===== config.mk =====
export PLATFORM = sky130hd
export DESIGN_NAME = debounced_updown_auto_repeat_top_flat
export DESIGN_NICKNAME = d
export VERILOG_FILES = /design/src/hw/rtl/dua_pkg.sv /design/src/hw/rtl/dua_in_if.sv /design/src/hw/rtl/dua_out_if.sv /design/src/hw/rtl/dua_cfg_if.sv /design/src/hw/rtl/debounced_updown_auto_repeat_top.sv /design/src/flat_wrapper.sv
export SDC_FILE = /design/constraint.sdc
export NUM_CORES = 1
export LEC_CHECK = 0
export BUFFER_PORTS_ARGS = -buffer_cell sky130_fd_sc_hd__buf_4
export CAP_MARGIN = 20
export CORE_UTILIZATION = 54
export CTS_BUF_LIST = sky130_fd_sc_hd__clkbuf_2
export DETAILED_ROUTE_END_ITERATION = 10
export PLACE_DENSITY = 0.78
export SYNTH_ARGS = -nofsm -noshare
export SYNTH_HDL_FRONTEND = slang
export SYNTH_SLANG_ARGS = --single-unit

===== constraint.sdc =====
create_clock -name clk -period 4.4 [get_ports clk]
set_clock_uncertainty 0.05 [all_clocks]
set_input_delay 0.66 -clock clk [delete_from_list [all_inputs] [get_ports clk]]
set_output_delay 0.66 -clock clk [all_outputs]
set_load 0.05 [all_outputs]

===== src/hw/rtl/dua_pkg.sv =====
`timescale 1ns / 1ps
// ----------------------------------------------------------------------------
// dua_pkg
// Shared types and constants of the debounced up/down auto-repeat counter.
// ----------------------------------------------------------------------------
package dua_pkg;

  // field widths
  localparam int unsigned VALUE_W   = 32;
  localparam int unsigned TICK_W    = 8;
  localparam int unsigned CFG_IDX_W = 2;

  // configuration register indexes
  localparam logic [CFG_IDX_W-1:0] CFG_INITIAL_VALUE = 2'd0;
  localparam logic [CFG_IDX_W-1:0] CFG_HOLD_TICKS    = 2'd1;
  localparam logic [CFG_IDX_W-1:0] CFG_REPEAT_TICKS  = 2'd2;

  // register reset values
  localparam logic [VALUE_W-1:0] INITIAL_VALUE_RST = 32'd10;
  localparam logic [TICK_W-1:0]  HOLD_TICKS_RST    = 8'd50;
  localparam logic [TICK_W-1:0]  REPEAT_TICKS_RST  = 8'd10;

  // step direction codes
  localparam logic DIR_UP   = 1'b0;
  localparam logic DIR_DOWN = 1'b1;

  // key tracking mode
  typedef enum logic [4:0] {
    MODE_IDLE     = 5'b00001,
    MODE_UP_ARMED = 5'b00010,
    MODE_UP_HELD  = 5'b00100,
    MODE_DN_ARMED = 5'b01000,
    MODE_DN_HELD  = 5'b10000
  } key_mode_t;

endpackage


===== src/hw/rtl/dua_in_if.sv =====
`timescale 1ns / 1ps
// ----------------------------------------------------------------------------
// dua_in_if
// Sample tick request channel: key levels of one tick.
// ----------------------------------------------------------------------------
interface dua_in_if;
  logic valid;
  logic ready;
  logic up_pressed;
  logic down_pressed;

  modport source(output valid, output up_pressed, output down_pressed, input ready);
  modport sink(input valid, input up_pressed, input down_pressed, output ready);
endinterface


===== src/hw/rtl/dua_out_if.sv =====
`timescale 1ns / 1ps
// ----------------------------------------------------------------------------
// dua_out_if
// Step result channel: new setting value and its direction.
// ----------------------------------------------------------------------------
interface dua_out_if;
  import dua_pkg::*;
  logic               valid;
  logic               ready;
  logic [VALUE_W-1:0] setting_value;
  logic               step_direction;

  modport source(output valid, output setting_value, output step_direction, input ready);
  modport sink(input valid, input setting_value, input step_direction, output ready);
endinterface


===== src/hw/rtl/dua_cfg_if.sv =====
`timescale 1ns / 1ps
// ----------------------------------------------------------------------------
// dua_cfg_if
// Configuration write channel: register index and write data.
// ----------------------------------------------------------------------------
interface dua_cfg_if;
  import dua_pkg::*;
  logic                 valid;
  logic                 ready;
  logic [CFG_IDX_W-1:0] index;
  logic [VALUE_W-1:0]   data;

  modport source(output valid, output index, output data, input ready);
  modport sink(input valid, input index, input data, output ready);
endinterface


===== src/hw/rtl/debounced_updown_auto_repeat_top.sv =====
`timescale 1ns / 1ps
// ----------------------------------------------------------------------------
// debounced_updown_auto_repeat_top
// Debounced up/down setting counter with hold-to-repeat stepping.
// ----------------------------------------------------------------------------
// Each request is one sample tick with the levels of the up and down keys.
// A key counts once it reads pressed on two ticks in a row; the setting value
// then steps by one (wrapping at 32 bits) and a result is sent. While the key
// stays down, a hold counter runs to hold_ticks, then the value steps every
// repeat_ticks ticks. Up wins when both keys arrive together from idle.
// Throughput is one tick per clock unless a stepping tick stalls: the tick
// is captured in an input register, then key tracking runs combinationally
// into the result register that offers the result. Ready falls only when a
// stepping tick waits behind an untaken result. Configuration writes are
// always accepted; initial_value is stored but never loads the setting value.
// ----------------------------------------------------------------------------
module debounced_updown_auto_repeat_top (
  input logic      clk,
  input logic      rst_n,
  dua_in_if.sink   in_chan,
  dua_out_if.source out_chan,
  dua_cfg_if.sink  cfg_chan
);
  import dua_pkg::*;

  // configuration registers
  logic [VALUE_W-1:0] init_value_r;
  logic [TICK_W-1:0]  hold_ticks_r;
  logic [TICK_W-1:0]  repeat_ticks_r;

  // input stage
  logic s1_valid_r;
  logic s1_up_r;
  logic s1_dn_r;

  // key tracking state
  key_mode_t          mode_r, mode_nxt;
  logic [TICK_W-1:0]  hold_cnt_r, hold_cnt_nxt;
  logic [TICK_W-1:0]  rep_cnt_r, rep_cnt_nxt;
  logic [VALUE_W-1:0] cur_r, cur_nxt;

  // result register
  logic               out_valid_r;
  logic [VALUE_W-1:0] out_value_r;
  logic               out_dir_r;

  logic               step;
  logic               step_dir;
  logic               out_free;
  logic               s1_fire;
  logic               load_out;
  logic [TICK_W-1:0]  period;
  logic               hold_run;
  logic [TICK_W-1:0]  hold_ht;
  logic [TICK_W-1:0]  rep_ht;
  logic               rep_due;

  // configuration writes
  assign cfg_chan.ready = 1'b1;

  always_ff @(posedge clk) begin
    if (!rst_n) begin
      init_value_r   <= INITIAL_VALUE_RST;
      hold_ticks_r   <= HOLD_TICKS_RST;
      repeat_ticks_r <= REPEAT_TICKS_RST;
    end else if (cfg_chan.valid) begin
      unique case (cfg_chan.index)
        CFG_INITIAL_VALUE: init_value_r   <= cfg_chan.data;
        CFG_HOLD_TICKS:    hold_ticks_r   <= cfg_chan.data[TICK_W-1:0];
        CFG_REPEAT_TICKS:  repeat_ticks_r <= cfg_chan.data[TICK_W-1:0];
        default: ;
      endcase
    end
  end

  // handshake between stages
  assign out_free      = !out_valid_r || out_chan.ready;
  assign s1_fire       = s1_valid_r && (!step || out_free);
  assign load_out      = s1_fire && step;
  assign in_chan.ready = !s1_valid_r || s1_fire;

  // input register
  always_ff @(posedge clk) begin
    if (!rst_n) begin
      s1_valid_r <= 1'b0;
    end else if (in_chan.ready) begin
      s1_valid_r <= in_chan.valid;
    end
  end

  always_ff @(posedge clk) begin
    if (in_chan.ready && in_chan.valid) begin
      s1_up_r <= in_chan.up_pressed;
      s1_dn_r <= in_chan.down_pressed;
    end
  end

  // held-key tick: hold phase, then repeat counting
  assign period   = (repeat_ticks_r == '0) ? TICK_W'(1) : repeat_ticks_r;
  assign hold_run = hold_cnt_r < hold_ticks_r;
  assign hold_ht  = hold_run ? hold_cnt_r + TICK_W'(1) : hold_cnt_r;
  assign rep_ht   = hold_run ? rep_cnt_r : rep_cnt_r + TICK_W'(1);
  assign rep_due  = rep_ht >= period;

  // key mode transitions
  always_comb begin
    mode_nxt     = mode_r;
    hold_cnt_nxt = hold_cnt_r;
    rep_cnt_nxt  = rep_cnt_r;
    step         = 1'b0;
    step_dir     = DIR_UP;
    unique case (mode_r)
      MODE_UP_ARMED: begin
        if (s1_up_r) begin
          hold_cnt_nxt = '0;
          rep_cnt_nxt  = '0;
          mode_nxt     = MODE_UP_HELD;
          step         = 1'b1;
        end else begin
          mode_nxt = s1_dn_r ? MODE_DN_ARMED : MODE_IDLE;
        end
      end
      MODE_UP_HELD: begin
        if (s1_up_r) begin
          hold_cnt_nxt = hold_ht;
          rep_cnt_nxt  = rep_due ? '0 : rep_ht;
          step         = rep_due;
        end else begin
          mode_nxt = s1_dn_r ? MODE_DN_ARMED : MODE_IDLE;
        end
      end
      MODE_DN_ARMED: begin
        step_dir = DIR_DOWN;
        if (s1_dn_r) begin
          hold_cnt_nxt = '0;
          rep_cnt_nxt  = '0;
          mode_nxt     = MODE_DN_HELD;
          step         = 1'b1;
        end else begin
          mode_nxt = s1_up_r ? MODE_UP_ARMED : MODE_IDLE;
        end
      end
      MODE_DN_HELD: begin
        step_dir = DIR_DOWN;
        if (s1_dn_r) begin
          hold_cnt_nxt = hold_ht;
          rep_cnt_nxt  = rep_due ? '0 : rep_ht;
          step         = rep_due;
        end else begin
          mode_nxt = s1_up_r ? MODE_UP_ARMED : MODE_IDLE;
        end
      end
      default: begin
        if (s1_up_r) begin
          mode_nxt = MODE_UP_ARMED;
        end else if (s1_dn_r) begin
          mode_nxt = MODE_DN_ARMED;
        end else begin
          mode_nxt = MODE_IDLE;
        end
      end
    endcase
  end

  // stepped value
  assign cur_nxt = (step_dir == DIR_DOWN) ? cur_r - VALUE_W'(1) : cur_r + VALUE_W'(1);

  // tracking state update
  always_ff @(posedge clk) begin
    if (!rst_n) begin
      mode_r     <= MODE_IDLE;
      hold_cnt_r <= '0;
      rep_cnt_r  <= '0;
      cur_r      <= INITIAL_VALUE_RST;
    end else if (s1_fire) begin
      mode_r     <= mode_nxt;
      hold_cnt_r <= hold_cnt_nxt;
      rep_cnt_r  <= rep_cnt_nxt;
      if (step) begin
        cur_r <= cur_nxt;
      end
    end
  end

  // result register
  always_ff @(posedge clk) begin
    if (!rst_n) begin
      out_valid_r <= 1'b0;
    end else if (load_out) begin
      out_valid_r <= 1'b1;
    end else if (out_chan.ready) begin
      out_valid_r <= 1'b0;
    end
  end

  always_ff @(posedge clk) begin
    if (load_out) begin
      out_value_r <= cur_nxt;
      out_dir_r   <= step_dir;
    end
  end

  assign out_chan.valid          = out_valid_r;
  assign out_chan.setting_value  = out_value_r;
  assign out_chan.step_direction = out_dir_r;

`ifndef SYNTHESIS
  // a waiting result always shows the current setting value
  a_out_matches_value: assert property (@(posedge clk) disable iff (!rst_n)
    out_valid_r |-> out_value_r == cur_r)
    else $error("pending result differs from setting value");

  // the value only moves by one step when a result is loaded
  a_value_steps: assert property (@(posedge clk) disable iff (!rst_n)
    load_out |=> (cur_r == $past(cur_r) + VALUE_W'(1)) ||
                 (cur_r == $past(cur_r) - VALUE_W'(1)))
    else $error("setting value did not move by one");

  // without a result the value stays put
  a_value_holds: assert property (@(posedge clk) disable iff (!rst_n)
    !load_out |=> $stable(cur_r))
    else $error("setting value changed without a result");

  // input stall only behind a held result
  a_stall_cause: assert property (@(posedge clk) disable iff (!rst_n)
    !in_chan.ready |-> s1_valid_r && out_valid_r && step)
    else $error("input stalled without a blocked result");
`endif

endmodule


===== src/flat_wrapper.sv =====
// flat-port wrapper written by rule: the top's interface ports become plain ports
module debounced_updown_auto_repeat_top_flat import dua_pkg::*;
  (clk, rst_n, in_chan_valid, in_chan_up_pressed, in_chan_down_pressed, in_chan_ready, out_chan_valid, out_chan_setting_value, out_chan_step_direction, out_chan_ready, cfg_chan_valid, cfg_chan_index, cfg_chan_data, cfg_chan_ready);
  dua_in_if in_chan_i ();
  dua_out_if out_chan_i ();
  dua_cfg_if cfg_chan_i ();
  input logic clk;
  input logic rst_n;
  input wire logic [$bits(in_chan_i.valid)-1:0] in_chan_valid;
  input wire logic [$bits(in_chan_i.up_pressed)-1:0] in_chan_up_pressed;
  input wire logic [$bits(in_chan_i.down_pressed)-1:0] in_chan_down_pressed;
  output wire logic [$bits(in_chan_i.ready)-1:0] in_chan_ready;
  output wire logic [$bits(out_chan_i.valid)-1:0] out_chan_valid;
  output wire logic [$bits(out_chan_i.setting_value)-1:0] out_chan_setting_value;
  output wire logic [$bits(out_chan_i.step_direction)-1:0] out_chan_step_direction;
  input wire logic [$bits(out_chan_i.ready)-1:0] out_chan_ready;
  input wire logic [$bits(cfg_chan_i.valid)-1:0] cfg_chan_valid;
  input wire logic [$bits(cfg_chan_i.index)-1:0] cfg_chan_index;
  input wire logic [$bits(cfg_chan_i.data)-1:0] cfg_chan_data;
  output wire logic [$bits(cfg_chan_i.ready)-1:0] cfg_chan_ready;
  assign in_chan_i.valid = in_chan_valid;
  assign in_chan_i.up_pressed = in_chan_up_pressed;
  assign in_chan_i.down_pressed = in_chan_down_pressed;
  assign in_chan_ready = in_chan_i.ready;
  assign out_chan_valid = out_chan_i.valid;
  assign out_chan_setting_value = out_chan_i.setting_value;
  assign out_chan_step_direction = out_chan_i.step_direction;
  assign out_chan_i.ready = out_chan_ready;
  assign cfg_chan_i.valid = cfg_chan_valid;
  assign cfg_chan_i.index = cfg_chan_index;
  assign cfg_chan_i.data = cfg_chan_data;
  assign cfg_chan_ready = cfg_chan_i.ready;
  debounced_updown_auto_repeat_top u_core (.clk(clk), .rst_n(rst_n), .in_chan(in_chan_i), .out_chan(out_chan_i), .cfg_chan(cfg_chan_i));
endmodule

==> results of run 1 <==
[Yosys cell counts, types with 3 or more instances]
master and count:
o21a_1 10, edfxtp_1 35, nand3_1 20, nor2b_1 6, a211oi_1 5, or4_1 9, a41oi_1 3, a31oi_1 8
clkbuf_1 27, nor4_1 5, o21ai_1 3, or3_1 6, o21bai_1 5, a21oi_1 77, o211ai_1 8, nand4_1 8
buf_1 3, dfxtp_1 71, nand3b_1 6, o31ai_1 3, inv_1 35, and4_1 3, ha_1 47, o21ai_0 40
a21o_1 16, nand2b_1 7, xnor2_1 29, and3_1 5, buf_2 3, a211o_1 4, nor2_1 56, nor3_1 13
nand4b_1 3, xor2_1 11, nand2_1 74, mux2i_1 28
[power by group]
group / leakage (uW) / switching, uW / internal, uW
logic: 0.00204 / 50.9 / 34.7
registers: 0.000829 / 9.59 / 1020
clock network: 0.0000666 / 341 / 75.2
total: 0.00294 / 401 / 1130
[cell families (layout without fill, tap and decap cells)]
family	after synthesis	after routing	synth area share, %
other cells	1	1	0.05843
fa+ha+maj	48	48	9.475
simple gates	233	233	18.02
mux	30	30	4.718
xor+xnor	40	40	5.459
compound gates	200	200	19.19
flops	106	106	38.53
buf+inv	72	122	4.562
[registers in the layout, summed over array words and instances, names as in the netlist]
name                            cells
u_core.rep_cnt_r                    8
u_core.cur_r                       32
u_core.repeat_ticks_r               8
u_core.hold_ticks_r                 8
u_core.hold_cnt_r                   8
u_core.mode_r                       5
u_core.out_chan.step_direction      1
u_core.s1_up_r                      1
u_core.s1_valid_r                   1
u_core.out_chan.valid               1
u_core.s1_dn_r                      1
u_core.out_chan.setting_value      32
[through the flow]
stage | cell area, um^2 | total power (uW) | hold slack (ns)
2_1_floorplan | 6419 | 1097 | 0.3903
3_5_place_dp | 6909 | 1125 | 0.4067
3_3_place_gp | 6909 | 1121 | 0.3985
6_report | 7198 | 1528 | 0.1279
4_1_cts | 7138 | 1539 | 0.06694
5_1_grt | 7198 | 1592 | 0.04184
[repair_timing]
item	4_1_cts	5_1_grt
resized for setup	21	4
pin swaps	5	6
buffers inserted	5	4
hold endpoints to repair	0	0
endpoints found under the setup margin	1	1
[per-layer routing]
metal  GRT usage (%)  vias to the layer above  wire, um
met5               0                        -         0
met2           41.68                      136      7009
met1           28.73                     2614      6356
li1                -                     2720         -
met3           6.014                       25       586
met4           9.640                        0       244
[layout make-up]
class | count | area [um^2]
repair buffers | 70 | 558.0
flip-flops and latches | 106 | 2476
multi-input cells | 552 | 3761
well taps | 143 | 178.9
inverters | 36 | 135.1
fillers | 971 | 4318
clock buffers | 9 | 45.04
clock inverters | 7 | 43.79
[worst max-delay path by stage]
stage                                                   start                                         end  slack [ns]  cells after the start
after floorplan           u_core.hold_ticks_r[1]$_SDFFE_PN1P_  u_core.out_chan.setting_value[0]$_DFFE_PP_        0.50                     17
after global placement    u_core.hold_ticks_r[1]$_SDFFE_PN1P_                               in_chan_ready        0.14                     16
after detailed placement    u_core.hold_cnt_r[1]$_SDFFE_PN0P_                               in_chan_ready        0.06                     15
after CTS                 u_core.hold_ticks_r[1]$_SDFFE_PN1P_                               in_chan_ready       -0.05                     17
after global routing      u_core.hold_ticks_r[1]$_SDFFE_PN1P_                               in_chan_ready       -0.37                     16
final                       u_core.hold_cnt_r[1]$_SDFFE_PN0P_                               in_chan_ready       -0.12                     15
==> run metrics, run 1 <==
RSZ-0062 raised after global routing yes; f_max roughly 0.22 GHz; final core utilization between 60% and 70%; row cnt 39; number of enable flip-flop cells after synthesis 35; die width 111.0 um; hold_sp in_chan_up_pressed; failing checks design-rule violations, negative setup slack; reg2reg setup slack approximately 0.42 ns; Port Buf Inserts 51; Placer Congestion roughly 0.92; deepest clock path buffer count 2; Critical Path Slowest Stage Cell dfxtp_1; Post-Place Cells around 900; cell area after synthesis 6417 um^2; CTS H-tree lvls 3; register area share after synthesis between 30% and 40%; Critical Path End Type output pin; largest net degree at the start of global routing 48; worst vdd ir roughly 0.00019 V; first-pass GRT wire length 24,430 um; count of final setup violators 1; TritonCTS clock tree done; Post-Syn Instances 730; DRT iter0 DRCs between 300 and 400; R2R Path Start u_core.hold_cnt_r[1]$_SDFFE_PN0P_; Die Y-Extent ~110 um; Top Ports 77; ranking of synthesized cells by area dfxtp_1, edfxtp_1, ha_1; measured slew at the worst slew-check pin roughly 0.87 ns; core area 11,520 um^2; setup total negative slack -0.1169 ns; Initial Util between 50% and 60%; via count approximately 5,500; critical path arrival roughly 3.8 ns; Worst slew margin between 40% and 50%; Crit Path Class flip-flop to output pin; worst path required time about 3.7 ns; max_cap viols 0; Post-route DRC 10; Area Growth Syn to Fin 12.17%; PwrDens about 210 nW/um^2; Routed Antenna Nets 0; crit path cell chain ha_4 > a21o_1 > a21oi_2 > o211a_4 > a21oi_4 > buf_12 > nand4_1 > xnor2_1 > ha_1 > buf_4 > a41oi_2 > a211oi_2 > o21ai_1 > or2_4 > buf_8; worst flop-to-flop path endpoint u_core.hold_cnt_r[1]$_SDFFE_PN0P_; CTS buffer count 9; total grt overflow 0; Skew-Pair Late Insertion Delay between 0.6 and 0.7 ns; count of distinct cell types in the synthesized netlist 65; crit path buf inv count 3; worst-path maximum fanout 6; largest area contributor in the synthesized netlist dfxtp_1; layout cells sized above 1 14.49%; synth warn 0; status finished with violations; minimum clock period about 4.5 ns; Post-DP HPWL ~9900 um; most frequent cells in the layout a21oi_1, nand2_1, dfxtp_1, buf_4, nor2_1; Top FF cell, synth dfxtp_1; vias in the first global route 5,456; Reg2Reg Depth 16; Slew Viols, Final 0; top cell type's share of synthesized area roughly 22%; antenna cells 0; initial antenna violation count 0; Routed WL per cell 15.38 um; Avg Cell Area, Syn about 8.8 um^2; setup slack after layout -0.1169 ns; leakage power between 0.002 and 0.003 uW; Clock transition at path regs ~0.26 ns; gr usage total between 20% and 30%; Synth async-reset ratio 0%; Place WS 0.05878 ns; CTS Root Cell clkbuf_2; crit share post-route 102.7%; die area between 10,000 and 15,000 um^2; Hold Path Stages 1; Yosys reg bits between 100 and 150; CTS sink count approximately 110; Worst Hold Class primary input to flip-flop; Min-Delay Endpoint u_core.s1_up_r$_DFFE_PP_; drt pass-1 iters 8; Critical Path Source Type flip-flop; Hold Fails Final Rpt 0; crit-path leading delay family compound AO/OA/AOI/OAI gates; fin nets around 860; Via density roughly 6.0; wirelength, routed ~14,000 um; hold buffers post-CTS 0; final cell count without fillers approximately 900; CP peak stage delay 0.43 ns; commonest non-fill, non-tap cell in the layout a21oi_1; Syn Nets between 800 and 900
(Power assumes the default switching activity.)
==> run 2, diff against run 1 <==
Settings changed: RECOVER_POWER set to 25.
==> run 2 against run 1 <==
The run still ends with design-rule violations, negative setup slack left. Setup slack lost 0.013 ns. Utilization shrank 0.75 points. Sequential power is essentially flat. Die area is the same. Count of clock-buffer cells in the layout is the same. Combinational power is essentially flat. Clock power is essentially flat. Fmax shrank 0.29%. Critical endpoint unchanged.
==> run metrics, run 2 (synthesized netlist as in run 1, its figures left out) <==
fin nets ~860; Worst slew margin 41.46%; Routed Antenna Nets 0; Slew Viols, Final 0; crit path cell chain ha_4 > a21o_1 > a21oi_2 > o211a_4 > a21oi_4 > buf_12 > nand4_1 > xnor2_1 > ha_1 > buf_4 > a41oi_2 > a211oi_2 > o21ai_1 > or2_4 > buf_8; gr usage total about a quarter; wirelength, routed 14,230 um; Port Buf Inserts 51; initial antenna violation count 0; crit share post-route 103.0%; Critical Path End Type output pin; setup total negative slack -0.1300 ns; Post-DP HPWL between 9000 and 10,000 um; measured slew at the worst slew-check pin ~0.87 ns; Routed WL per cell between 15 and 20 um; final cell count without fillers between 900 and 1,000; f_max between 0.2 and 0.25 GHz; Logic pwr share under 10%; die area 12,320 um^2; vias in the first global route 5,456; Via density around 6; worst path required time ~3.7 ns; CTS buffer count 9; worst-path maximum fanout 6; clock share of power 27.3%; Die Y-Extent around 110 um; Crit Path Class flip-flop to output pin; Post-Place Cells about 900; most frequent cells in the layout a21oi_1, nand2_1, dfxtp_1, nor2_1, ha_1; leakage power ~0.0029 uW; Post-route DRC 10; PwrDens 214.9 nW/um^2; layout cells sized above 1 ~12%; Initial Util 55.73%; via count 5,508; switch share about a quarter; Area Growth Syn to Fin 10.82%; sequential power share between 60 and 70%; max_cap viols 0; deepest clock path buffer count 2; Worst Hold Class primary input to flip-flop; antenna cells 0; Pint between 1000 and 1500 uW; setup slack after layout -0.1300 ns; CTS Root Cell clkbuf_2; register area ~2500 um^2; fillcell total 1,006; TritonCTS clock tree done; die width about 110 um; Skew-Pair Late Insertion Delay 0.66 ns; minimum clock period 4.530 ns; largest net degree at the start of global routing 48; first-pass GRT wire length approximately 24,000 um; row cnt 39; total grt overflow 0; RSZ-0062 raised after global routing yes; core area 11,520 um^2; P_sw around 400 uW; CP peak stage delay roughly 0.43 ns; count of final setup violators 1; Clock transition at path regs 0.27 ns; CTS H-tree lvls 3; Top Ports 77; Critical Path Source Type flip-flop; Placer Congestion 0.9150; CTS sink count between 100 and 150; final hold slack roughly 0.14 ns; Hold Fails Final Rpt 0; Critical Path Slowest Stage Cell dfxtp_1; worst vdd ir 0.0001900 V; failing checks design-rule violations, negative setup slack; critical path arrival between 3 and 4 ns; commonest non-fill, non-tap cell in the layout a21oi_1; Multi-input gate area between 3000 and 4000 um^2; DRT iter0 DRCs between 300 and 400; status finished with violations; drt pass-1 iters 9
## run 2: layout make-up
class	count	share of cell area, %
timing repair buffer	70	6.633
multi-input combinational	552	52.89
inverter	36	1.900
clock buffer	9	0.6334
tap	143	2.516
sequential	106	34.82
clock inverter	7	0.6158
## run 2: through the flow
stage | total power [uW] | utilization (%) | instance area (um^2) | worst slack [ns]
6_report | 1529 | 61.76 | 7112 | -0.1300
5_1_grt | 1592 | 61.76 | 7112 | -0.3681
4_1_cts | 1539 | 61.98 | 7138 | -0.04678
3_5_place_dp | 1125 | 60.00 | 6909 | 0.05878
3_3_place_gp | 1121 | 60.00 | 6909 | 0.1366
2_1_floorplan | 1097 | - | 6419 | 0.5045
## run 2: worst max-delay path, delay by kind of cell, from the launching register on
kind	cells	cell delay [ns]
AND/OR/NAND/NOR	2	0.39
AO/OA/AOI/OAI	7	1.20
adder cells (fa/ha/maj)	2	0.58
buffers and inverters	3	0.40
flip-flops	1	0.43
XOR/XNOR	1	0.18
## run 2: final timing paths
kind         depth (start not counted)                                end  slack (ns)                         startpoint
max                                 15                      in_chan_ready       -0.13  u_core.hold_cnt_r[1]$_SDFFE_PN0P_
min reg2reg                          2      u_core.cur_r[13]$_SDFFE_PN0P_        0.43      u_core.cur_r[13]$_SDFFE_PN0P_
max reg2reg                         16  u_core.hold_cnt_r[1]$_SDFFE_PN0P_        0.41  u_core.hold_cnt_r[1]$_SDFFE_PN0P_
min                                  1           u_core.s1_up_r$_DFFE_PP_        0.14                 in_chan_up_pressed
## run 2: timing repair
action                     4_1_cts  5_1_grt
gates resized for setup         21        4
setup buffers                    5        4
cloned                           0        0
pin swaps                        5        6
hold buffers                     0        0
setup endpoints to repair        1        1
## run 2: power by group through the flow
| stage | sequential, uW | combinational (uW) | clock, uW |
|---|---|---|---|
| after floorplan | 1040 | 57.1 | 0 |
| after global placement | 1040 | 77.4 | 0 |
| after detailed placement | 1040 | 81.0 | 0 |
| after CTS | 1030 | 83.6 | 429 |
| after global routing | 1030 | 94.4 | 469 |
| final | 1030 | 85.3 | 417 |
## run 2: metal layers
metal	routed length, um	vias up	global-route usage [%]
met5	0	-	0
met4	238	0	9.640
met3	629	26	6.014
met2	7018	140	41.68
met1	6342	2624	28.73
li1	-	2718	-
==> run 3, diff against run 2 <==
Settings changed: ABC_AREA set to 1, CTS_BUF_LIST sky130_fd_sc_hd__clkbuf_2 to sky130_fd_sc_hd__clkbuf_4 sky130_fd_sc_hd__clkbuf_8 sky130_fd_sc_hd__clkbuf_16, SKIP_LAST_GASP set to 1.
==> run 3 against run 2 <==
The run ends with max-capacitance violations, max-slew violations left. Hold slack gained 0.27 ns. Synthesized cell count grew 25%. Setup slack gained 0.58 ns. Highest routed layer unchanged. Clock power grew 99%. Non-clock buffer count shrank 15. Count of clock-buffer cells in the layout grew 5. Critical endpoint unchanged. Largest cell class unchanged. Flip-flop and latch count is the same.
==> run metrics, run 3 <==
status finished with violations; failing checks max-capacitance violations, max-slew violations; Syn Nets 1,004; Synth async-reset ratio 0%; count of distinct cell types in the synthesized netlist between 40 and 50; first-pass GRT wire length 24,980 um; largest area contributor in the synthesized netlist dfxtp_1; Avg Cell Area, Syn around 7.2 um^2; most numerous cell in the Yosys netlist nand2_1; vias in the first global route roughly 5,500; synth cell count leaders nand2_1, nor2_1, inv_1; Skew-Pair Late Insertion Delay 0.36 ns; f_max around 0.25 GHz; number of enable flip-flop cells after synthesis 35; worst path required time around 3.7 ns; TritonCTS clock tree done; cell area after synthesis between 6000 and 7000 um^2; reg2reg setup slack about 0.94 ns; crit share post-route 89.88%; total grt overflow 0; top cell type's share of synthesized area 21.61%; Worst slew margin -62.21%; count of final setup violators 0; DRT iter0 DRCs between 300 and 400; RSZ-0062 raised after global routing no; measured slew at the worst slew-check pin ~2.4 ns; register area share after synthesis between 30% and 40%; crit path cell chain ha_1 > a21oi_1 > nand2_1 > nand2_1 > nand2_2 > o21ai_0 > inv_1 > ha_1 > a21oi_1 > nor2_1 > nor2_1 > nand3_1 > nand2_2 > nand2_4 > nand3_1 > buf_4; Routed Antenna Nets 0; Die Y-Extent 112.4 um; layout cells sized above 1 under 10%; Post-DP HPWL 10,550 um; fin nets about 1,100; max_cap viols 1; CTS H-tree lvls 3; Routed WL per cell 12.79 um; Port Buf Inserts 51; Top Ports 77; leakage power about 0.0036 uW; Hold Path Stages 2; Top FF cell, synth dfxtp_1; Area Growth Syn to Fin 10.14%; PwrDens roughly 280 nW/um^2; gr usage total about a quarter; Crit Path Class flip-flop to output pin; setup total negative slack 0 ns; core area approximately 12,000 um^2; Via density between 5 and 6; hold buffers post-CTS 0; Placer Congestion 0.9818; initial antenna violation count 0; fillcell total roughly 1,000; Critical Path Source Type flip-flop; wirelength, routed roughly 14,000 um; die area 12,620 um^2; final core utilization 62.11%; postcts setup bufs 0; Min-Delay Endpoint u_core.hold_ticks_r[7]$_SDFFE_PN0P_; minimum clock period 3.955 ns; commonest non-fill, non-tap cell in the layout nand2_1; worst vdd ir between 0.0002 and 0.00025 V; hold_sp u_core.hold_ticks_r[7]$_SDFFE_PN0P_; R2R Path Start u_core.hold_cnt_r[3]$_SDFFE_PN0P_; Hold Fails Final Rpt 0; ranking of synthesized cells by area dfxtp_1, edfxtp_1, nand2_1; Slew Viols, Final 62; most frequent cells in the layout nand2_1, nor2_1, inv_1, dfxtp_1, a21oi_1; Critical Path Slowest Stage Cell dfxtp_1; Post-Syn Instances 915; Worst Hold Class flip-flop to flip-flop; deepest clock path buffer count 2; Yosys reg bits roughly 110; antenna cells 0; final hold slack 0.4172 ns; die width between 100 and 150 um; critical path arrival around 3.2 ns; CTS buffer count 9; Critical Path End Type output pin; row cnt 39; Initial Util between 50% and 60%; worst flop-to-flop path endpoint u_core.cur_r[30]$_SDFFE_PN0P_; synth warn 0; Clock transition at path regs 0.07 ns; CP peak stage delay roughly 0.44 ns; worst-path maximum fanout 15; drt pass-1 iters 8; CTS Root Cell clkbuf_16; Post-route DRC 0; largest net degree at the start of global routing 62; CTS sink count about 110; via count approximately 5,800; Reg2Reg Depth 19
[run 3: worst max-delay path by stage]
stage	startpoint	endpoint	cells past startpoint
after floorplan	u_core.hold_cnt_r[3]$_SDFFE_PN0P_	in_chan_ready	16
after global placement	u_core.hold_cnt_r[3]$_SDFFE_PN0P_	in_chan_ready	16
after detailed placement	u_core.hold_cnt_r[3]$_SDFFE_PN0P_	in_chan_ready	16
after CTS	u_core.hold_cnt_r[3]$_SDFFE_PN0P_	in_chan_ready	16
after global routing	u_core.hold_cnt_r[3]$_SDFFE_PN0P_	in_chan_ready	16
final	u_core.hold_cnt_r[3]$_SDFFE_PN0P_	in_chan_ready	16
[run 3: metal layers]
| layer | GRT usage [%] | vias up | wire length (um) |
|---|---|---|---|
| li1 | - | 3072 | - |
| met3 | 5.238 | 24 | 582 |
| met1 | 31.30 | 2591 | 6737 |
| met2 | 41.20 | 121 | 6564 |
| met5 | 0 | - | 0 |
| met4 | 8.000 | 0 | 313 |
[run 3: critical path: cells and delay by family (launching register included)]
kind	cells	cell delay, ns
fa+ha+maj	2	0.59
flops	1	0.44
compound gates	3	0.60
simple gates	9	0.97
buf+inv	2	0.29
[run 3: kinds of logic after synthesis]
| group | after synthesis | share of synthesized area (%) |
|---|---|---|
| buffers and inverters | 137 | 8.504 |
| other | 1 | 0.05702 |
| AO/OA/AOI/OAI | 158 | 13.24 |
| flip-flops | 106 | 37.60 |
| AND/OR/NAND/NOR | 440 | 28.03 |
| adder cells (fa/ha/maj) | 48 | 9.247 |
| XOR/XNOR | 25 | 3.330 |
[run 3: repair_timing]
item	in CTS	in global routing
resized for setup	0	3
hold endpoints to repair	0	0
endpoints found under the setup margin	0	1
[run 3: power by group]
part | internal, uW | leakage [uW] | total, uW | switching (uW)
clock network | 484 | 0.000155 | 830 | 347
registers | 1030 | 0.000935 | 1040 | 13.0
logic | 58.5 | 0.00247 | 166 | 107
[run 3: final cells by class]
| cell class | count | area (um^2) | share of cell area (%) |
|---|---|---|---|
| clock buffers | 14 | 269.0 | 3.714 |
| clock inverters | 2 | 38.79 | 0.5355 |
| inverters | 118 | 444.2 | 6.132 |
| multi-input cells | 672 | 3547 | 48.97 |
| flip-flops and latches | 106 | 2472 | 34.13 |
| well taps | 143 | 178.9 | 2.470 |
| repair buffers | 55 | 292.8 | 4.042 |
[run 3: metrics by stage]
stage          worst slack (ns)  instance area, um^2  total power [uW]  std cells
6_report                 0.4451                 7243              2036       1110
5_1_grt                  0.1812                 7243              2122       1110
4_1_cts                  0.2477                 7361              2055       1110
3_5_place_dp             0.6464                 7053              1227       1094
3_3_place_gp             0.7057                 7053              1224       1094
2_1_floorplan             1.053                 6576              1185        915
